--- src/rtl/i2cm_pkg.sv ---
package i2cm_pkg;

	localparam int DevAddrWidth = 7;
	localparam int StretchWidth = 16;
	localparam int HalfWidth = 10;
	localparam int AddrWidth = 4;
	localparam int BitsPerByte = 8;
	localparam int QueueDepth = 2;

	localparam logic [AddrWidth-1:0] RegDevAddr = 4'h0;
	localparam logic [AddrWidth-1:0] RegStretch = 4'h4;
	localparam logic [AddrWidth-1:0] RegHalf = 4'h8;
	localparam logic [AddrWidth-1:0] RegBurst = 4'hC;

	localparam logic [StretchWidth-1:0] StretchReset = 16'd1000;
	localparam logic [HalfWidth-1:0] HalfReset = 10'd1;

	typedef enum logic [1:0] {
		CMD_TICK = 2'd0,
		CMD_WRITE = 2'd1,
		CMD_READ = 2'd2
	} cmd_t;

	typedef enum logic [1:0] {
		ST_OK = 2'd0,
		ST_TIMEOUT = 2'd1,
		ST_NACK = 2'd2
	} status_t;

	typedef enum logic [4:0] {
		P_IDLE, P_ST_PRE, P_ST_WAIT, P_ST_HIGH, P_ST_FALL,
		P_TX_LOW, P_TX_WAIT, P_TX_HIGH, P_TA_LOW, P_TA_WAIT, P_TA_HIGH,
		P_RX_LOW, P_RX_WAIT, P_RX_HIGH, P_MA_LOW, P_MA_WAIT, P_MA_HIGH,
		P_HOLD, P_SP_LOW, P_SP_WAIT, P_SP_HIGH, P_SP_RISE
	} phase_t;

	typedef enum logic [2:0] {
		S_ADDR_W, S_REG, S_DATA, S_ADDR_R, S_READ, S_RESTART, S_END
	} step_t;

	typedef struct packed {
		logic [1:0] command;
		logic [7:0] reg_address;
		logic [7:0] write_data;
		logic burst_first;
		logic burst_last;
		logic scl_level;
		logic sda_level;
	} req_t;

	typedef struct packed {
		logic scl_release;
		logic sda_release;
		logic busy_res;
		logic done_res;
		logic [1:0] status;
		logic [7:0] read_data;
	} res_t;

	typedef struct packed {
		logic [DevAddrWidth-1:0] device_address;
		logic [StretchWidth-1:0] stretch_limit;
		logic [HalfWidth-1:0] half_period;
		logic burst_mode;
	} cfg_t;

	// Request after the front end has classified the command.
	typedef struct packed {
		logic start;
		logic rd;
		req_t req;
	} cls_t;

endpackage

--- src/rtl/i2cm_front.sv ---
module i2cm_front #(
	parameter int QUEUE_DEPTH = i2cm_pkg::QueueDepth
) (
	input logic clk,
	input logic arst_n,
	input logic in_valid,
	output logic in_stall,
	input i2cm_pkg::req_t in_req,
	output logic q_valid,
	input logic q_pop,
	output i2cm_pkg::cls_t q_data
);

	localparam int PtrW = (QUEUE_DEPTH > 1) ? $clog2(QUEUE_DEPTH) : 1;

	i2cm_pkg::cls_t mem_q [QUEUE_DEPTH];
	logic [PtrW-1:0] wr_q, rd_q;
	logic [PtrW:0] cnt_q;
	i2cm_pkg::cls_t cls;
	logic push;

	always_comb begin
		cls.req = in_req;
		cls.start = (in_req.command == i2cm_pkg::CMD_WRITE) ||
			(in_req.command == i2cm_pkg::CMD_READ);
		cls.rd = (in_req.command == i2cm_pkg::CMD_READ);
	end

	assign in_stall = (cnt_q == (PtrW+1)'(QUEUE_DEPTH));
	assign push = in_valid && !in_stall;
	assign q_valid = (cnt_q != '0);
	assign q_data = mem_q[rd_q];

	always_ff @(posedge clk) begin
		if (push) begin
			mem_q[wr_q] <= cls;
		end
	end

	always_ff @(posedge clk or negedge arst_n) begin
		if (!arst_n) begin
			wr_q <= '0;
			rd_q <= '0;
			cnt_q <= '0;
		end else begin
			if (push) begin
				wr_q <= (wr_q == PtrW'(QUEUE_DEPTH-1)) ? '0 : wr_q + 1'b1;
			end
			if (q_pop) begin
				rd_q <= (rd_q == PtrW'(QUEUE_DEPTH-1)) ? '0 : rd_q + 1'b1;
			end
			cnt_q <= cnt_q + (PtrW+1)'(push) - (PtrW+1)'(q_pop);
		end
	end

endmodule

--- src/rtl/i2cm_engine.sv ---
module i2cm_engine (
	input logic clk,
	input logic arst_n,
	input i2cm_pkg::cfg_t cfg,
	input logic q_valid,
	output logic q_pop,
	input i2cm_pkg::cls_t q_data,
	output logic out_valid,
	input logic out_stall,
	output i2cm_pkg::res_t out_res
);

	i2cm_pkg::phase_t phase_q, phase_d;
	i2cm_pkg::step_t step_q, step_d;
	logic [3:0] bit_q, bit_d;
	logic [7:0] shift_q, shift_d;
	logic [15:0] str_q, str_d;
	logic [9:0] div_q, div_d;
	logic [7:0] haddr_q, haddr_d, hdata_q, hdata_d;
	logic hrd_q, hrd_d, hlast_q, hlast_d;
	logic intr_q, intr_d;
	logic [1:0] sth_q, sth_d;
	logic fin;
	logic [15:0] lim;
	logic [9:0] hp;
	logic [15:0] str_inc;
	logic [9:0] div_inc;
	logic [3:0] bit_inc;
	logic wait_ph, header, adv, go;
	logic scl_o, sda_o;
	logic [7:0] addr_w;
	i2cm_pkg::req_t r;
	i2cm_pkg::res_t res;

	assign go = q_valid && (!out_valid || !out_stall);
	assign q_pop = go;
	assign r = q_data.req;
	assign lim = (cfg.stretch_limit == '0) ? 16'd1 : cfg.stretch_limit;
	assign hp = (cfg.half_period == '0) ? 10'd1 : cfg.half_period;
	assign str_inc = str_q + 16'd1;
	assign div_inc = div_q + 10'd1;
	assign addr_w = {cfg.device_address, 1'b0};

	always_comb begin
		phase_d = phase_q; step_d = step_q; bit_d = bit_q; shift_d = shift_q;
		str_d = str_q; div_d = div_q; haddr_d = haddr_q; hdata_d = hdata_q;
		hrd_d = hrd_q; hlast_d = hlast_q; intr_d = intr_q; sth_d = sth_q;
		fin = 1'b0; adv = 1'b0; header = 1'b0; bit_inc = bit_q + 4'd1;
		wait_ph = (phase_q == i2cm_pkg::P_ST_WAIT) || (phase_q == i2cm_pkg::P_TX_WAIT) ||
			(phase_q == i2cm_pkg::P_TA_WAIT) || (phase_q == i2cm_pkg::P_RX_WAIT) ||
			(phase_q == i2cm_pkg::P_MA_WAIT) || (phase_q == i2cm_pkg::P_SP_WAIT);
		if (phase_q == i2cm_pkg::P_IDLE) begin
			if (q_data.start) begin
				header = !cfg.burst_mode || !intr_q || r.burst_first || (hrd_q != q_data.rd);
				haddr_d = r.reg_address;
				hdata_d = r.write_data;
				hrd_d = q_data.rd;
				hlast_d = !cfg.burst_mode || r.burst_last;
				sth_d = i2cm_pkg::ST_OK;
				bit_d = '0; str_d = '0; div_d = '0;
				if (header) begin
					step_d = i2cm_pkg::S_ADDR_W;
					shift_d = addr_w;
					phase_d = intr_q ? i2cm_pkg::P_ST_PRE : i2cm_pkg::P_ST_WAIT;
				end else if (q_data.rd) begin
					step_d = i2cm_pkg::S_READ;
					shift_d = '0;
					phase_d = i2cm_pkg::P_RX_LOW;
				end else begin
					step_d = i2cm_pkg::S_DATA;
					shift_d = r.write_data;
					phase_d = i2cm_pkg::P_TX_LOW;
				end
			end
		end else if (wait_ph) begin
			if (r.scl_level) begin
				adv = 1'b1;
			end else begin
				str_d = str_inc;
				if (str_inc >= lim) begin
					div_d = '0; str_d = '0;
					if (phase_q == i2cm_pkg::P_SP_WAIT) begin
						if (sth_q == i2cm_pkg::ST_OK) sth_d = i2cm_pkg::ST_TIMEOUT;
						phase_d = i2cm_pkg::P_SP_RISE;
					end else begin
						if (sth_q == i2cm_pkg::ST_OK) sth_d = i2cm_pkg::ST_TIMEOUT;
						step_d = i2cm_pkg::S_END;
						phase_d = i2cm_pkg::P_SP_LOW;
					end
				end
			end
		end else begin
			div_d = div_inc;
			if (div_inc >= hp) adv = 1'b1;
		end
		if (adv) begin
			div_d = '0; str_d = '0;
			case (phase_q)
				i2cm_pkg::P_ST_PRE: phase_d = i2cm_pkg::P_ST_WAIT;
				i2cm_pkg::P_ST_WAIT: phase_d = i2cm_pkg::P_ST_HIGH;
				i2cm_pkg::P_ST_HIGH: phase_d = i2cm_pkg::P_ST_FALL;
				i2cm_pkg::P_ST_FALL: phase_d = i2cm_pkg::P_TX_LOW;
				i2cm_pkg::P_TX_LOW: phase_d = i2cm_pkg::P_TX_WAIT;
				i2cm_pkg::P_TX_WAIT: phase_d = i2cm_pkg::P_TX_HIGH;
				i2cm_pkg::P_TX_HIGH: begin
					shift_d = {shift_q[6:0], 1'b0};
					bit_d = bit_inc;
					phase_d = (bit_inc >= 4'(i2cm_pkg::BitsPerByte)) ?
						i2cm_pkg::P_TA_LOW : i2cm_pkg::P_TX_LOW;
				end
				i2cm_pkg::P_TA_LOW: phase_d = i2cm_pkg::P_TA_WAIT;
				i2cm_pkg::P_TA_WAIT: begin
					if (r.sda_level) begin
						if (sth_q == i2cm_pkg::ST_OK) sth_d = i2cm_pkg::ST_NACK;
						step_d = i2cm_pkg::S_END;
						phase_d = i2cm_pkg::P_SP_LOW;
					end else begin
						phase_d = i2cm_pkg::P_TA_HIGH;
					end
				end
				i2cm_pkg::P_TA_HIGH: begin
					case (step_q)
						i2cm_pkg::S_ADDR_W: begin
							step_d = i2cm_pkg::S_REG;
							shift_d = haddr_q; bit_d = '0;
							phase_d = i2cm_pkg::P_TX_LOW;
						end
						i2cm_pkg::S_REG: begin
							if (hrd_q) begin
								step_d = i2cm_pkg::S_RESTART;
								phase_d = i2cm_pkg::P_SP_LOW;
							end else begin
								step_d = i2cm_pkg::S_DATA;
								shift_d = hdata_q; bit_d = '0;
								phase_d = i2cm_pkg::P_TX_LOW;
							end
						end
						i2cm_pkg::S_DATA: begin
							if (hlast_q) begin
								step_d = i2cm_pkg::S_END;
								phase_d = i2cm_pkg::P_SP_LOW;
							end else begin
								phase_d = i2cm_pkg::P_HOLD;
							end
						end
						i2cm_pkg::S_ADDR_R: begin
							step_d = i2cm_pkg::S_READ;
							shift_d = '0; bit_d = '0;
							phase_d = i2cm_pkg::P_RX_LOW;
						end
						default: begin
							step_d = i2cm_pkg::S_END;
							phase_d = i2cm_pkg::P_SP_LOW;
						end
					endcase
				end
				i2cm_pkg::P_RX_LOW: phase_d = i2cm_pkg::P_RX_WAIT;
				i2cm_pkg::P_RX_WAIT: begin
					shift_d = {shift_q[6:0], r.sda_level};
					phase_d = i2cm_pkg::P_RX_HIGH;
				end
				i2cm_pkg::P_RX_HIGH: begin
					bit_d = bit_inc;
					phase_d = (bit_inc >= 4'(i2cm_pkg::BitsPerByte)) ?
						i2cm_pkg::P_MA_LOW : i2cm_pkg::P_RX_LOW;
				end
				i2cm_pkg::P_MA_LOW: phase_d = i2cm_pkg::P_MA_WAIT;
				i2cm_pkg::P_MA_WAIT: phase_d = i2cm_pkg::P_MA_HIGH;
				i2cm_pkg::P_MA_HIGH: begin
					if (hlast_q) begin
						step_d = i2cm_pkg::S_END;
						phase_d = i2cm_pkg::P_SP_LOW;
					end else begin
						phase_d = i2cm_pkg::P_HOLD;
					end
				end
				i2cm_pkg::P_HOLD: begin
					phase_d = i2cm_pkg::P_IDLE; intr_d = 1'b1; fin = 1'b1;
				end
				i2cm_pkg::P_SP_LOW: phase_d = i2cm_pkg::P_SP_WAIT;
				i2cm_pkg::P_SP_WAIT: phase_d = i2cm_pkg::P_SP_HIGH;
				i2cm_pkg::P_SP_HIGH: phase_d = i2cm_pkg::P_SP_RISE;
				i2cm_pkg::P_SP_RISE: begin
					if (step_q == i2cm_pkg::S_RESTART) begin
						step_d = i2cm_pkg::S_ADDR_R;
						shift_d = {cfg.device_address, 1'b1}; bit_d = '0;
						phase_d = i2cm_pkg::P_ST_WAIT;
					end else begin
						phase_d = i2cm_pkg::P_IDLE; intr_d = 1'b0; fin = 1'b1;
					end
				end
				default: begin
					phase_d = i2cm_pkg::P_IDLE; intr_d = 1'b0; fin = 1'b1;
				end
			endcase
		end

		case (phase_d)
			i2cm_pkg::P_IDLE: begin scl_o = !intr_d; sda_o = 1'b1; end
			i2cm_pkg::P_ST_PRE, i2cm_pkg::P_HOLD, i2cm_pkg::P_TA_LOW,
			i2cm_pkg::P_RX_LOW: begin scl_o = 1'b0; sda_o = 1'b1; end
			i2cm_pkg::P_ST_FALL, i2cm_pkg::P_SP_WAIT,
			i2cm_pkg::P_SP_HIGH: begin scl_o = 1'b1; sda_o = 1'b0; end
			i2cm_pkg::P_TX_LOW: begin scl_o = 1'b0; sda_o = shift_d[7]; end
			i2cm_pkg::P_TX_WAIT,
			i2cm_pkg::P_TX_HIGH: begin scl_o = 1'b1; sda_o = shift_d[7]; end
			i2cm_pkg::P_MA_LOW: begin scl_o = 1'b0; sda_o = hlast_d; end
			i2cm_pkg::P_MA_WAIT,
			i2cm_pkg::P_MA_HIGH: begin scl_o = 1'b1; sda_o = hlast_d; end
			i2cm_pkg::P_SP_LOW: begin scl_o = 1'b0; sda_o = 1'b0; end
			default: begin scl_o = 1'b1; sda_o = 1'b1; end
		endcase
		res.scl_release = scl_o;
		res.sda_release = sda_o;
		res.busy_res = (phase_d != i2cm_pkg::P_IDLE);
		res.done_res = fin;
		res.status = fin ? sth_d : 2'd0;
		res.read_data = (fin && hrd_d && sth_d == i2cm_pkg::ST_OK) ? shift_d : 8'd0;
	end

	always_ff @(posedge clk or negedge arst_n) begin
		if (!arst_n) begin
			phase_q <= i2cm_pkg::P_IDLE;
			step_q <= i2cm_pkg::S_ADDR_W;
			bit_q <= '0; shift_q <= '0; str_q <= '0; div_q <= '0;
			haddr_q <= '0; hdata_q <= '0; hrd_q <= 1'b0; hlast_q <= 1'b0;
			intr_q <= 1'b0; sth_q <= i2cm_pkg::ST_OK;
			out_valid <= 1'b0;
		end else begin
			if (go) begin
				phase_q <= phase_d; step_q <= step_d; bit_q <= bit_d;
				shift_q <= shift_d; str_q <= str_d; div_q <= div_d;
				haddr_q <= haddr_d; hdata_q <= hdata_d; hrd_q <= hrd_d;
				hlast_q <= hlast_d; intr_q <= intr_d; sth_q <= sth_d;
				out_valid <= 1'b1;
			end else if (!out_stall) begin
				out_valid <= 1'b0;
			end
		end
	end

	always_ff @(posedge clk) begin
		if (go) begin
			out_res <= res;
		end
	end

endmodule

--- src/rtl/i2cm_regs.sv ---
module i2cm_regs (
	input logic clk,
	input logic arst_n,
	input logic psel,
	input logic penable,
	input logic pwrite,
	input logic [i2cm_pkg::AddrWidth-1:0] paddr,
	input logic [31:0] pwdata,
	output logic [31:0] prdata,
	output logic pready,
	output i2cm_pkg::cfg_t cfg
);

	i2cm_pkg::cfg_t cfg_q;
	logic wr;

	assign pready = 1'b1;
	assign wr = psel && penable && pwrite;
	assign cfg = cfg_q;

	always_ff @(posedge clk or negedge arst_n) begin
		if (!arst_n) begin
			cfg_q.device_address <= '0;
			cfg_q.stretch_limit <= i2cm_pkg::StretchReset;
			cfg_q.half_period <= i2cm_pkg::HalfReset;
			cfg_q.burst_mode <= 1'b0;
		end else if (wr) begin
			case (paddr)
				i2cm_pkg::RegDevAddr: cfg_q.device_address <= pwdata[6:0];
				i2cm_pkg::RegStretch: cfg_q.stretch_limit <= pwdata[15:0];
				i2cm_pkg::RegHalf: cfg_q.half_period <= pwdata[9:0];
				i2cm_pkg::RegBurst: cfg_q.burst_mode <= pwdata[0];
				default: ;
			endcase
		end
	end

	always_comb begin
		case (paddr)
			i2cm_pkg::RegDevAddr: prdata = {25'd0, cfg_q.device_address};
			i2cm_pkg::RegStretch: prdata = {16'd0, cfg_q.stretch_limit};
			i2cm_pkg::RegHalf: prdata = {22'd0, cfg_q.half_period};
			i2cm_pkg::RegBurst: prdata = {31'd0, cfg_q.burst_mode};
			default: prdata = '0;
		endcase
	end

endmodule

--- src/rtl/i2c_master_register_access.sv ---
// Channel  Direction  Payload  Handshake
// in       input      req_t    in_valid / in_stall
// out      output     res_t    out_valid / out_stall
// One request per cycle while in_stall is low; each request is one bus tick and gives one result.
// A request is written into the queue and then taken by the bus engine, whose
// result is registered at the edge on which the engine pops it from the queue.
// Reset idles the bus with both lines released and loads the register defaults.
// A stalled output holds the engine; the two-entry queue then fills and stalls input.
module i2c_master_register_access #(
	parameter int QUEUE_DEPTH = i2cm_pkg::QueueDepth
) (
	input logic clk,
	input logic arst_n,
	input logic in_valid,
	output logic in_stall,
	input i2cm_pkg::req_t in_req,
	output logic out_valid,
	input logic out_stall,
	output i2cm_pkg::res_t out_res,
	input logic psel,
	input logic penable,
	input logic pwrite,
	input logic [i2cm_pkg::AddrWidth-1:0] paddr,
	input logic [31:0] pwdata,
	output logic [31:0] prdata,
	output logic pready
);

	i2cm_pkg::cfg_t cfg;
	i2cm_pkg::cls_t q_data;
	logic q_valid, q_pop;

	i2cm_regs u_regs (
		.clk, .arst_n, .psel, .penable, .pwrite, .paddr, .pwdata, .prdata, .pready, .cfg
	);

	i2cm_front #(.QUEUE_DEPTH(QUEUE_DEPTH)) u_front (
		.clk, .arst_n, .in_valid, .in_stall, .in_req, .q_valid, .q_pop, .q_data
	);

	i2cm_engine u_engine (
		.clk, .arst_n, .cfg, .q_valid, .q_pop, .q_data, .out_valid, .out_stall, .out_res
	);

	a_hold: assert property (@(posedge clk) disable iff (!arst_n)
		out_valid && out_stall |=> out_valid && $stable(out_res))
		else $error("result changed under stall");
	a_done_idle: assert property (@(posedge clk) disable iff (!arst_n)
		out_valid && out_res.done_res |-> !out_res.busy_res)
		else $error("done while busy");
	a_pop: assert property (@(posedge clk) disable iff (!arst_n)
		q_pop |-> q_valid)
		else $error("pop from empty queue");

endmodule

--- config.mk ---
export PLATFORM = sky130hd
export DESIGN_NAME = i2c_master_register_access
export DESIGN_NICKNAME = d
export VERILOG_FILES = /design/src/rtl/i2cm_pkg.sv /design/src/rtl/i2cm_front.sv /design/src/rtl/i2cm_engine.sv /design/src/rtl/i2cm_regs.sv /design/src/rtl/i2c_master_register_access.sv
export SDC_FILE = /design/constraint.sdc
export NUM_CORES = 1
export LEC_CHECK = 0
export BUFFER_PORTS_ARGS = -buffer_cell sky130_fd_sc_hd__buf_2
export CAP_MARGIN = 20
export CORE_AREA = 8 8 139 141
export CTS_CLUSTER_SIZE = 14
export DETAILED_ROUTE_END_ITERATION = 7
export DIE_AREA = 0 0 147 149
export PLACE_DENSITY = 0.77
export SYNTH_ARGS = -nofsm -noshare
export SYNTH_HDL_FRONTEND = slang
export SYNTH_HIERARCHICAL = 1
export SYNTH_SLANG_ARGS = --single-unit
--- constraint.sdc ---
create_clock -name clk -period 5 [get_ports clk]
set_input_delay 0.25 -clock clk [delete_from_list [all_inputs] [get_ports clk]]
set_output_delay 0.25 -clock clk [all_outputs]
set_load 0.01 [all_outputs]
# Yosys cells after proc, flatten, opt, wreduce, memory -nomap -nowiden
# Memories as Yosys holds them, arrays and structs flattened.
# Cells that the tools add are included.
# word_totals
regBits	120
wordCells	232
ram_bits	48
mem_count	1
output_inout_bits	49
# mem_list
name	words	word_bits	rd	rd_ports_with_merged_regs	write_ports	line_no	rtl
u_front.mem_q	2	24	1	0	1	i2cm_front.sv:16	i2cm_pkg::cls_t mem_q [QUEUE_DEPTH];
# op_classes
reduce_logical	48
mux	96
n_eq_ne	51
magnitude_cmp	3
add_sub_neg	7
# op_table
operator	n
16-bit two-way mux	7
5-bit case mux with 20 select lines	1
10-bit two-way mux	7
16-bit case mux with 4 select lines	1
5-bit by 4-bit equality test with 1-bit output, second input constant	12
8-bit two-way mux	7
5-bit equality test, second input constant	11
3-bit two-way mux	15
5-bit two-way mux	9
5-bit by 3-bit equality test with 1-bit output, second input constant	8
8-bit case mux with 4 select lines	1
4-bit two-way mux	7
2-bit two-way mux	13
3-bit case mux with 4 select lines	2
8-bit case mux with 3 select lines	1
5-bit case mux with 4 select lines	1
19-bit OR reduction	1
1-bit two-way mux	18
16-bit by 1-bit adder with 16-bit output, second input constant	1
16-bit greater-or-equal comparator	1
16-bit zero test	1
4-bit case mux with 3 select lines	1
1-bit logical OR	11
10-bit by 1-bit adder with 10-bit output, second input constant	1
40 further kinds	67

# Depth between registers and ports, before layout
# logic_depth
word_depth	14
mapped_depth	18
depth_no_buf	16

# By module
# Netlist, hierarchy kept.
# modules_own_cells
mod	area_each_um2	cells_per_inst	instances
i2cm_engine	6024.5	686	1
i2cm_front	2048.2	95	1
i2cm_regs	1785.5	139	1

# Worst setup path after synthesis
# OpenSTA, ideal clock, no wires.
# synth_path
path_type	flip-flop to flip-flop
startpoint	register u_engine.str_q[2]
endpoint	register, netlist name u_engine/out_res[11]
path_stages_with_launch	17
t_required_ns	4.728
slack_ns	1.163
setup_ns	0.272
t_arrival_ns	3.565
cell_sequence	dfrtp_1 -> and3_1 -> and3_1 -> clkbuf_1 -> nand2_1 -> nor2_1 -> and4_1 -> and3_1 -> xor2_1 -> ha_1 -> nand4_1 -> nor3_1 -> a31o_2 -> a211oi_1 -> o41ai_4 -> nand2_2 -> or4_1
# synth_rtl
element	line_no	rtl
start: declaration	i2cm_engine.sv:17	logic [15:0] str_q, str_d;
start signal: assignment	i2cm_engine.sv:232	shift_q <= shift_d; str_q <= str_d; div_q <= div_d;

==> impl_metrics.toml <==
[worst_setup_path]
worst-path-buf-inv = 1
critPathMaxFanout = 7
crit_chain = "and3_1 > and3_1 > nand2_1 > nor2_1 > and4_1 > and3_1 > xor2_1 > ha_1 > nand4_1 > o221ai_1 > a31oi_1 > nor4_1 > buf_4 > o41ai_4 > nand2_2 > or4_1"
cpPeakStageDelay_ns = 0.54
cp.arrival_ns = 4.73
crit_slowest_cell = "or4_1"
crit_required_ns = 5.16
start_kind = "flop"
critPathTopFamily = "simple AND/OR/NAND/NOR gates"
path_common_cell = "and3_1"
cp-end-kind = "flop"
critPathKind = "reg -> reg"

[placed_design]
gp_congestion = 0.947
place_hpwl_mm = 16.6
portBuffers = 80
dp_slack_ns = 0.494

[clock_network]
cts_buffers = 17
clock-sinks = 164
cts_htree_levels = 4
cts_setup_buffers = 0
cts.path.max_buffers = 2
clkSlewWorstSetupHoldPaths_ns = 0.07
cts_tree = "built"
cts_resized = 0
clkLatencyLatePin_ns = 0.43
root_buffer = "clkbuf_16"

[timing]
min_period_ns = 4.57
setup_ws_ns = 0.432
period_share = 0.914
setup_viol = 0
slew-limit-headroom = 0.303
worst_pin_slew_ns = 1.04
hold_viol = 0
rsz0062_at_grt = "false"
setup_tns_ns = 0
fmax_mhz = 219
fin_skew_ns = 0.0152
slew_violations = 0

[floorplan]
die_h_um = 149
num_rows = 48
fp.coreArea_um2 = 17100
ios = 114
initial_utilization = 0.569
fp.dieW_um = 147
die_area_um2 = 21900

[global_routing]
antenna_found_initial = 0
grt_pass1_wl_mm = 38.4
grt-ovfl-total = 0
track_usage = 0.217
grt_max_degree = 67
grt_pass1_vias = 7505

[drt]
num_vias = 7510
ant_nets = 0
dr.first_iter.drc_count = 924
wire_per_inst_um = 19.1
drcViolationCount = 0
first_pass_iters = 8
routed.top_layer = "met4"
wl_mm = 23.6
wl_met3_mm = 1.42
dr_wl_met2_mm = 11.9
via_per_inst = 6.09
wl_met1_mm = 9.75

[cells_and_area]
area_growth_pct = 13.3
num_antenna_cells = 0
final_nets = 1093
drive_above_1_share = 0.233

[pwr]
clockPowerShare = 0.227
p_leak_nw = 4.80
swShare = 0.409
vdd_drop_max_uv = 411
seq_power_share = 0.346
cellPowerDensity_nw_per_um2 = 557
p_sw_w = 0.00251
intPower_w = 0.00362
pwr-share-comb = 0.427

[synthesis]
syn_area_um2 = 9710
synthCells = 914
synth_warnings = 6
synth_area_per_cell_um2 = 10.6

[flow_run]
max_cap_violations = 0

[outcome]
status = "finished clean"

[hold_path]
hold_class = "in -> reg"
[layer usage]
metal  up-vias  track usage
met3        43       0.0434
met4         0       0.0796
met1      3663        0.260
li1       3513            -
met5         -            0
met2       291        0.382
[stage by stage]
step / total power, W / hold slack [ns] / instances / area, um^2 / utilization
global route: 0.00647 / 0.0102 / 1234 / 11000 / 0.645
finish: 0.00613 / 0.0233 / 1234 / 11000 / 0.645
detailed placement: 0.00466 / 0.260 / 1181 / 10100 / 0.594
CTS: 0.00608 / 0.00677 / 1232 / 11000 / 0.643
floorplan: 0.00408 / -0.0456 / 929 / 9760 / -
global placement: 0.00460 / 0.263 / 1181 / 10100 / 0.594
[final cells by class]
cell class,instances,area [um^2]
well taps,225,282
clock inverters,15,205
flip-flops and latches,164,4400
fillers,1325,6050
multi-input cells,659,4820
repair buffers,110,703
inverters,44,165
clock buffers,17,425
[state kept, by name (all words and copies together) (netlist names), 8 cells and up]
name              count
u_engine/div_q       10
u_engine/haddr_q      8
u_engine/hdata_q      8
u_engine/out_res     14
u_engine/shift_q      8
u_engine/str_q       16
u_front/mem_q        44
u_regs/cfg           34
[worst paths after layout]
check	startpoint	endpoint	slack, ns	cells after the start
min in group asynchronous	arst_n	u_engine/str_q[12]$_DFFE_PN0P_	0.34	2
hold reg to reg	u_engine/shift_q[7]$_DFFE_PN0P_	u_engine/shift_q[7]$_DFFE_PN0P_	0.49	2
setup reg to reg	u_engine/str_q[2]$_DFFE_PN0P_	u_engine/out_res[11]$_DFFE_PP_	0.43	16
setup / recovery	u_engine/str_q[2]$_DFFE_PN0P_	u_engine/out_res[11]$_DFFE_PP_	0.43	16
max in group asynchronous	arst_n	u_engine/haddr_q[0]$_DFFE_PN0P_	3.43	3
hold / removal	in_req[8]	u_front/mem_q[0][8]$_DFFE_PP_	0.02	1
[placed cells by master (no fill, tap or decap), drive strengths merged, types with 12 or more instances in the layout]
master / instances
dlygate4sd3: 19
nand3: 27
mux2: 75
ha: 32
nor2b: 22
o21ai: 52
clkbuf: 17
dfrtp: 99
nor2: 41
a21oi: 36
inv: 53
edfxtp: 58
nand2: 97
and3: 13
xor2: 12
a222oi: 15
a22o: 26
o22ai: 12
nor3: 16
conb: 17
buf: 91
xnor2: 20
[power by group through the flow]
stage / registers (W) / clock network (W) / logic, W
3_5_place_dp: 0.00216 / 0 / 0.00250
5_1_grt: 0.00216 / 0.00146 / 0.00285
6_report: 0.00212 / 0.00139 / 0.00262
3_3_place_gp: 0.00215 / 0 / 0.00245
4_1_cts: 0.00214 / 0.00141 / 0.00252
2_1_floorplan: 0.00196 / 0 / 0.00212
[worst register-to-register path, delay by kind of cell, from the launching register on]
kind | cells | cell delay (ns)
AO/OA/AOI/OAI | 3 | 1.07
AND/OR/NAND/NOR | 10 | 2.10
flip-flops | 1 | 0.44
adder cells (fa/ha/maj) | 1 | 0.29
XOR/XNOR | 1 | 0.23
buffers and inverters | 1 | 0.18
[repair_timing]
action / CTS / global route
endpoints found under the hold margin: 75 / 0
setup endpoints to repair: 0 / 0
hold buffers: 19 / 0
No activity file was read; power rests on OpenSTA's default activity.
